===== config.mk =====
export PLATFORM = sky130hd
export DESIGN_NAME = base64_stream_encoder_unit
export DESIGN_NICKNAME = d
export VERILOG_FILES = /design/src/rtl/core/b64se_pkg.sv /design/src/rtl/core/b64se_front.sv /design/src/rtl/core/b64se_queue.sv /design/src/rtl/core/b64se_back.sv /design/src/rtl/core/base64_stream_encoder_unit.sv
export SDC_FILE = /design/constraint.sdc
export NUM_CORES = 1
export LEC_CHECK = 0
export BUFFER_PORTS_ARGS = -buffer_cell sky130_fd_sc_hd__clkbuf_2
export CAP_MARGIN = 10
export CORE_MARGIN = 1.5
export CORE_UTILIZATION = 40
export CTS_BUF_LIST = sky130_fd_sc_hd__clkbuf_8
export CTS_CLUSTER_SIZE = 30
export DETAILED_ROUTE_END_ITERATION = 10
export PLACE_DENSITY = 0.67
export SLEW_MARGIN = 15
export SYNTH_ARGS = -nofsm -noshare
export SYNTH_HDL_FRONTEND = slang
export SYNTH_SLANG_ARGS = --single-unit

===== constraint.sdc =====
create_clock -name clk -period 2.9 [get_ports clk]
set_input_delay 0.725 -clock clk [delete_from_list [all_inputs] [get_ports clk]]
set_output_delay 0.725 -clock clk [all_outputs]
set_load 0.01 [all_outputs]

===== src/rtl/core/b64se_pkg.sv =====
// Package for the base64 stream encoder: payload structs, queue entry type,
// phase codes, character constants and the alphabet lookup.
// No dependencies.
`timescale 1ns / 1ps

package b64se_pkg;

  localparam logic [7:0] CHAR_PAD = 8'h3d;
  localparam logic [7:0] CHAR_CR  = 8'h0d;
  localparam logic [7:0] CHAR_LF  = 8'h0a;
  localparam logic [4:0] DEFAULT_GROUPS = 5'd19;

  typedef struct packed {
    logic [7:0] data_byte;
    logic       last_byte;
  } in_item_t;

  typedef struct packed {
    logic [7:0] out_char;
    logic       out_last;
  } out_item_t;

  // One classified byte: up to four characters, index of the final one,
  // and whether the byte ended the message.
  typedef struct packed {
    logic [3:0][7:0] chars;
    logic [1:0]      last_idx;
    logic            last;
  } cmd_t;

  typedef enum logic [1:0] {
    PH_0 = 2'd0,
    PH_1 = 2'd1,
    PH_2 = 2'd2
  } phase_t;

  function automatic logic [7:0] sym(input logic [5:0] idx);
    logic [7:0] wide;
    wide = {2'b00, idx};
    if (idx < 6'd26) begin
      sym = 8'(wide + 8'h41);
    end else if (idx < 6'd52) begin
      sym = 8'(wide + 8'h47);
    end else if (idx < 6'd62) begin
      sym = 8'(wide - 8'd4);
    end else if (idx == 6'd62) begin
      sym = 8'h2b;
    end else begin
      sym = 8'h2f;
    end
  endfunction

endpackage


===== src/rtl/core/b64se_front.sv =====
// Front end: accepts raw bytes, tracks group phase, held bits and line
// group count, and turns each byte into one queue entry. Uses b64se_pkg.
`timescale 1ns / 1ps

module b64se_front import b64se_pkg::*; (
  input  logic     clk,
  input  logic     rst_n,
  input  logic     in_valid,
  input  in_item_t in_item,
  input  logic     push_ready,
  output logic     push,
  output cmd_t     push_cmd,
  input  logic     cfg_we,
  input  logic [4:0] cfg_groups
);

  phase_t     phase_r, phase_nxt;
  logic [3:0] held_r, held_nxt;
  logic [4:0] cnt_r, cnt_nxt;
  logic [4:0] gpl_r;
  logic [4:0] cnt_inc;
  logic [7:0] b;

  assign push = in_valid && push_ready;
  assign b = in_item.data_byte;
  assign cnt_inc = 5'(cnt_r + 5'd1);

  always_comb begin
    push_cmd  = '0;
    phase_nxt = phase_r;
    held_nxt  = held_r;
    cnt_nxt   = cnt_r;
    unique case (phase_r)
      PH_1: begin
        push_cmd.chars[0] = sym({held_r[1:0], b[7:4]});
        held_nxt  = b[3:0];
        phase_nxt = PH_2;
        if (in_item.last_byte) begin
          push_cmd.chars[1] = sym({b[3:0], 2'b00});
          push_cmd.chars[2] = CHAR_PAD;
          push_cmd.last_idx = 2'd2;
        end
      end
      PH_2: begin
        push_cmd.chars[0] = sym({held_r, b[7:6]});
        push_cmd.chars[1] = sym(b[5:0]);
        held_nxt  = 4'd0;
        phase_nxt = PH_0;
        if (cnt_inc == gpl_r) begin
          push_cmd.chars[2] = CHAR_CR;
          push_cmd.chars[3] = CHAR_LF;
          push_cmd.last_idx = 2'd3;
          cnt_nxt = 5'd0;
        end else begin
          push_cmd.last_idx = 2'd1;
          cnt_nxt = cnt_inc;
        end
      end
      default: begin
        // phase zero, and the unused code treated the same
        push_cmd.chars[0] = sym(b[7:2]);
        held_nxt  = {2'b00, b[1:0]};
        phase_nxt = PH_1;
        if (in_item.last_byte) begin
          push_cmd.chars[1] = sym({b[1:0], 4'd0});
          push_cmd.chars[2] = CHAR_PAD;
          push_cmd.chars[3] = CHAR_PAD;
          push_cmd.last_idx = 2'd3;
        end
      end
    endcase
    push_cmd.last = in_item.last_byte;
    if (in_item.last_byte) begin
      phase_nxt = PH_0;
      held_nxt  = 4'd0;
      cnt_nxt   = 5'd0;
    end
  end

  always_ff @(posedge clk) begin
    if (!rst_n) begin
      phase_r <= PH_0;
      held_r  <= 4'd0;
      cnt_r   <= 5'd0;
      gpl_r   <= DEFAULT_GROUPS;
    end else begin
      if (push) begin
        phase_r <= phase_nxt;
        held_r  <= held_nxt;
        cnt_r   <= cnt_nxt;
      end
      if (cfg_we) begin
        gpl_r <= cfg_groups;
      end
    end
  end

endmodule


===== src/rtl/core/b64se_queue.sv =====
// Short FIFO of classified bytes between front and back ends.
// Uses b64se_pkg for the entry type.
`timescale 1ns / 1ps

module b64se_queue import b64se_pkg::*; #(
  parameter int DEPTH = 2
) (
  input  logic clk,
  input  logic rst_n,
  input  logic push,
  input  cmd_t push_cmd,
  output logic push_ready,
  input  logic pop,
  output logic head_valid,
  output cmd_t head_cmd
);

  localparam int PW = (DEPTH > 1) ? $clog2(DEPTH) : 1;
  localparam int CW = $clog2(DEPTH + 1);

  cmd_t          entry_r [DEPTH];
  logic [PW-1:0] wr_ptr_r, rd_ptr_r;
  logic [CW-1:0] count_r;

  assign push_ready = (count_r != CW'(DEPTH));
  assign head_valid = (count_r != '0);
  assign head_cmd   = entry_r[rd_ptr_r];

  function automatic logic [PW-1:0] advance(input logic [PW-1:0] p);
    if (p == PW'(DEPTH - 1)) begin
      advance = '0;
    end else begin
      advance = PW'(p + 1'b1);
    end
  endfunction

  always_ff @(posedge clk) begin
    if (push) begin
      entry_r[wr_ptr_r] <= push_cmd;
    end
  end

  always_ff @(posedge clk) begin
    if (!rst_n) begin
      wr_ptr_r <= '0;
      rd_ptr_r <= '0;
      count_r  <= '0;
    end else begin
      if (push) begin
        wr_ptr_r <= advance(wr_ptr_r);
      end
      if (pop) begin
        rd_ptr_r <= advance(rd_ptr_r);
      end
      if (push && !pop) begin
        count_r <= CW'(count_r + 1'b1);
      end else if (pop && !push) begin
        count_r <= CW'(count_r - 1'b1);
      end
    end
  end

  a_count_bound: assert property (@(posedge clk) disable iff (!rst_n)
    count_r <= CW'(DEPTH))
    else $error("queue count beyond depth");

  a_no_pop_empty: assert property (@(posedge clk) disable iff (!rst_n)
    pop |-> head_valid)
    else $error("pop from empty queue");

  a_no_push_full: assert property (@(posedge clk) disable iff (!rst_n)
    push |-> push_ready)
    else $error("push into full queue");

  a_ptr_track: assert property (@(posedge clk) disable iff (!rst_n)
    (count_r == '0) |-> (wr_ptr_r == rd_ptr_r))
    else $error("pointers disagree on empty queue");

endmodule


===== src/rtl/core/b64se_back.sv =====
// Back end: walks the characters of the head queue entry, one per cycle
// while the receiver accepts, into the output register. Uses b64se_pkg.
`timescale 1ns / 1ps

module b64se_back import b64se_pkg::*; (
  input  logic      clk,
  input  logic      rst_n,
  input  logic      head_valid,
  input  cmd_t      head_cmd,
  output logic      pop,
  output logic      out_valid,
  input  logic      out_ready,
  output out_item_t out_data
);

  logic      out_valid_r;
  out_item_t out_data_r;
  logic [1:0] sel_r;
  logic      load, fire, at_end;

  assign load   = !out_valid_r || out_ready;
  assign fire   = load && head_valid;
  assign at_end = (sel_r == head_cmd.last_idx);
  assign pop    = fire && at_end;

  assign out_valid = out_valid_r;
  assign out_data  = out_data_r;

  always_ff @(posedge clk) begin
    if (fire) begin
      out_data_r.out_char <= head_cmd.chars[sel_r];
      out_data_r.out_last <= head_cmd.last && at_end;
    end
  end

  always_ff @(posedge clk) begin
    if (!rst_n) begin
      out_valid_r <= 1'b0;
      sel_r       <= 2'd0;
    end else begin
      if (load) begin
        out_valid_r <= head_valid;
      end
      if (fire) begin
        // advance through the entry, restart on its final character
        sel_r <= at_end ? 2'd0 : 2'(sel_r + 2'd1);
      end
    end
  end

  a_sel_in_entry: assert property (@(posedge clk) disable iff (!rst_n)
    (sel_r != 2'd0) |-> (head_valid && sel_r <= head_cmd.last_idx))
    else $error("character index outside head entry");

  a_mid_entry_hold: assert property (@(posedge clk) disable iff (!rst_n)
    (fire && !at_end) |=> head_valid)
    else $error("entry lost mid way");

  a_last_only_at_end: assert property (@(posedge clk) disable iff (!rst_n)
    (fire && head_cmd.last && !at_end) |=> !out_data_r.out_last)
    else $error("last flag before final character");

endmodule


===== src/rtl/core/base64_stream_encoder_unit.sv =====
// Top level of the base64 stream encoder with MIME CR LF line breaks.
// Depends on b64se_pkg, b64se_front, b64se_queue and b64se_back.
//
// Input channel in_valid/in_ready/in_data carries one raw byte and its
// last-byte flag. Output channel out_valid/out_ready/out_data carries one
// character ('A'-'/', '=', CR or LF) with out_last set on the final
// character of a message. The cfg channel writes groups_per_line (5 bits,
// reset 19); cfg_ready is always high.
// Each byte yields one to four characters; the back end emits one
// character per cycle while out_ready allows it. The front end takes a
// new byte every cycle while the queue has room. The first character of a
// byte passes through the queue entry and then the output register before
// it is on out_valid.
// Reset clears the phase, held bits, line count, queue and output register
// and restores groups_per_line to 19. A stalled receiver holds the output
// register; the queue then fills and in_ready falls.
`timescale 1ns / 1ps

module base64_stream_encoder_unit import b64se_pkg::*; #(
  parameter int QUEUE_DEPTH = 2
) (
  input  logic       clk,
  input  logic       rst_n,
  input  logic       in_valid,
  output logic       in_ready,
  input  in_item_t   in_data,
  output logic       out_valid,
  input  logic       out_ready,
  output out_item_t  out_data,
  input  logic       cfg_valid,
  output logic       cfg_ready,
  input  logic [4:0] cfg_data
);

  logic push, push_ready, pop, head_valid;
  cmd_t push_cmd, head_cmd;

  assign cfg_ready = 1'b1;
  assign in_ready  = push_ready;

  b64se_front u_front (
    .clk        (clk),
    .rst_n      (rst_n),
    .in_valid   (in_valid),
    .in_item    (in_data),
    .push_ready (push_ready),
    .push       (push),
    .push_cmd   (push_cmd),
    .cfg_we     (cfg_valid && cfg_ready),
    .cfg_groups (cfg_data)
  );

  b64se_queue #(.DEPTH(QUEUE_DEPTH)) u_queue (
    .clk        (clk),
    .rst_n      (rst_n),
    .push       (push),
    .push_cmd   (push_cmd),
    .push_ready (push_ready),
    .pop        (pop),
    .head_valid (head_valid),
    .head_cmd   (head_cmd)
  );

  b64se_back u_back (
    .clk        (clk),
    .rst_n      (rst_n),
    .head_valid (head_valid),
    .head_cmd   (head_cmd),
    .pop        (pop),
    .out_valid  (out_valid),
    .out_ready  (out_ready),
    .out_data   (out_data)
  );

endmodule

==> results_dict.tcl <==
set metrics [dict create \
    finalSetupTns_ns 0 \
    holdWs_ns 0.508 \
    grt_overflow 0 \
    hold_class "register to register" \
    final_common_cell "edfxtp_1" \
    clkPwrFrac 0.268 \
    ctsHoldBuffers 0 \
    finClkSkew_ns 0.00685 \
    slew-limit-headroom 0.452 \
    reg2reg_from "u_front.phase_r[0]" \
    layout_common_cells "55 x edfxtp_1, 36 x nand2_1, 33 x inv_1, 33 x buf_4, 29 x clkbuf_2" \
    slew_viol_final 0 \
    r2r_setup_slack_ns 0.44 \
    worstReg2RegEnd "u_queue.entry_r[0][10]" \
    rsz0062_at_grt "false" \
    place_area_mm2 0.00563 \
    wl_per_cell_um 16.7 \
    comb_power_share 0.302 \
    synth_enable_flop_cells 55 \
    syn-num-nets 569 \
    drtIter0Drc 355 \
    p_seq_frac 0.430 \
    nets 602 \
    fin_crit_ns 2.46 \
    clock_latency_ns 0.35 \
    synth_fa_ha_area_frac 0.0571 \
    p_leak_nw 2.20 \
    cts_resized 0 \
    path_clk_slew_ns 0.08 \
    grt_usage 0.176 \
    initial_core_util 0.413 \
    design_area_mm2 0.00587 \
    clockRootBuffer "clkbuf_8" \
    switchingPower_w 0.00111 \
    detail-route-antenna-nets 0 \
    grtUsageMet2 0.292 \
    p_int_w 0.00254 \
    firstDrtPassIters 5 \
    status "finished, final reports clean" \
    syn-cell-area_mm2 0.00526 \
    grt_max_degree 24 \
    post_cts_buffers 0 \
    critPathRequiredTime_ns 2.94 \
    busiest_layer "met2" \
    dieHeight_um 118 \
    synth.yosys.seq_area_share 0.406 \
    vias 4128 \
    worst_slew_pin_slew_ns 0.815 \
    cts_max_path_buffers 2 \
    drv_cap 0 \
    synthMuxAreaShare 0.0778 \
    area_growth_pct 11.6 \
    io_buffers 29 \
    die_w_um 118 \
    fin_crit_sh 0.849 \
    synthFlopType "edfxtp_1" \
    grt_pass1_wl_mm 19.7 \
    viasPerCell 5.61 \
    synth_seq_cells 79 \
    grtUsageMet1 0.237 \
    n_antenna_cell 0 \
    dp_hpwl_mm 9.18 \
    clock_sinks 79 \
    grt_pass1_vias 3814 \
    synthArstFlopShare 0 \
    worstSetupPathType "register to register" \
    cts_tree "yes" \
    gp_congestion 0.885 \
    synth-warning-count 0 \
    antenna_found_initial 0 \
    finalSetupViolCount 0 \
    synth_top_family_by_area "compound AO/OA/AOI/OAI gates" \
    die-area_mm2 0.0138 \
    startpoint "u_front.phase_r[0]" \
    fp.coreArea_mm2 0.0127 \
    use_met3 0.0170 \
    drive_above_1_share 0.195 \
    start_kind "register" \
    hold_viol_final 0 \
    boundaryPins 31 \
    syn_inst 526 \
    p_sw_frac 0.305 \
    ir_drop_v 0.000325 \
    fillers 1212 \
    drt-total-wl_mm 12.3 \
    crit_fanout 12 \
    yosysUniqueCellTypes 75 \
    num_rows 41 \
    synth_compound_area_frac 0.181 \
    synth_xor_area_frac 0.0509 \
    avgSynthCellArea_um2 10.0 \
    powerDensity_mw_per_mm2 623 \
    h-tree-depth 3 \
    synth_simple_gate_area_share 0.156 \
    drc_errors 0 \
    max_freq_ghz 0.406 \
    cts_inserted_buffers 9 \
    cp.arrival_ns 2.50 \
    endpoint_kind "register" \
    reg2regPathDepth 4 \
    endpoint "u_queue.entry_r[0][10]" \
]
## how the worst min path moves through the flow
stage | cells past startpoint | endpoint | startpoint | slack (ns)
after global placement | 2 | u_front.cnt_r[1] | u_front.cnt_r[1] | 0.48
after detailed placement | 2 | u_front.gpl_r[0] | u_front.gpl_r[0] | 0.49
after CTS | 2 | u_front.gpl_r[1] | u_front.gpl_r[1] | 0.51
after global routing | 2 | u_front.gpl_r[1] | u_front.gpl_r[1] | 0.53
after floorplan | 2 | u_front.gpl_r[1] | u_front.gpl_r[1] | 0.46
final | 2 | u_front.gpl_r[4] | u_front.gpl_r[4] | 0.51
## flip-flops by register name (all words and copies together), names as in the netlist, named ones only
register,count
u_back.out_valid,1
u_back.out_data,9
u_front.phase_r,2
u_queue.wr_ptr_r,1
u_queue.count_r,2
u_front.held_r,4
u_queue.entry_r,46
u_back.sel_r,2
u_queue.rd_ptr_r,1
u_front.gpl_r,5
u_front.cnt_r,5
## stage by stage
step,setup WS (ns),utilization,power [W],cells
final,0.437,0.461,0.00366,736
after floorplan,0.419,-,0.00239,526
after global placement,0.157,0.442,0.00268,720
after CTS,0.468,0.461,0.00368,736
after detailed placement,0.120,0.442,0.00271,720
after global routing,0.304,0.461,0.00385,736
## synth_stat cells, types with 12 or more instances
cell type / instances / area (um2)
edfxtp_1: 55 / 1650
xnor2_1: 19 / 166
nand3_1: 18 / 90.1
inv_1: 33 / 124
a21oi_1: 28 / 140
nor2b_1: 20 / 125
ha_1: 24 / 300
o21ai_0: 26 / 130
dfxtp_1: 24 / 480
mux2i_1: 18 / 180
nor2_1: 27 / 101
buf_4: 12 / 90.1
nand2_1: 36 / 135
clkbuf_1: 13 / 48.8
## worst max-delay path: stages, from the launching register on
cell,delay (ns)
dfxtp_1,0.39
inv_1,0.06
ha_1,0.46
nand2b_1,0.44
o31ai_1,0.81
## cell families (layout without fill, tap and decap cells)
| logic type | count (synthesis) | in the layout |
|---|---|---|
| DFF | 79 | 79 |
| AOI/OAI and AO/OA | 137 | 137 |
| buffers and inverters | 74 | 112 |
| xor gates and xnor gates | 28 | 28 |
| adders and majority gates | 24 | 24 |
| and+or+nand+nor | 153 | 153 |
| muxes | 30 | 30 |
| other | 1 | 1 |
## area by class of cell
class / count / area, um2 / area share
multi-input combinational: 373 / 2760 / 0.470
sequential: 79 / 2130 / 0.363
tap: 172 / 215 / 0.0367
clock buffer: 9 / 124 / 0.0211
timing repair buffer: 62 / 393 / 0.0669
clock inverter: 7 / 120 / 0.0205
inverter: 34 / 128 / 0.0217
## power groups by stage
| stage | Sequential [W] | Combinational [W] | Clock [W] |
|---|---|---|---|
| 3_5_place_dp | 0.00160 | 0.00111 | 0 |
| 5_1_grt | 0.00160 | 0.00122 | 0.00104 |
| 4_1_cts | 0.00157 | 0.00111 | 0.000993 |
| 6_report | 0.00157 | 0.00111 | 0.000979 |
| 3_3_place_gp | 0.00159 | 0.00110 | 0 |
| 2_1_floorplan | 0.00160 | 0.000791 | 0 |
## layer usage
metal	vias to the layer above	wire, um
met5	-	0
li1	1995	-
met2	151	5900
met1	1960	5520
met4	0	222
met3	22	628
Power figures use the tool's default switching activity.
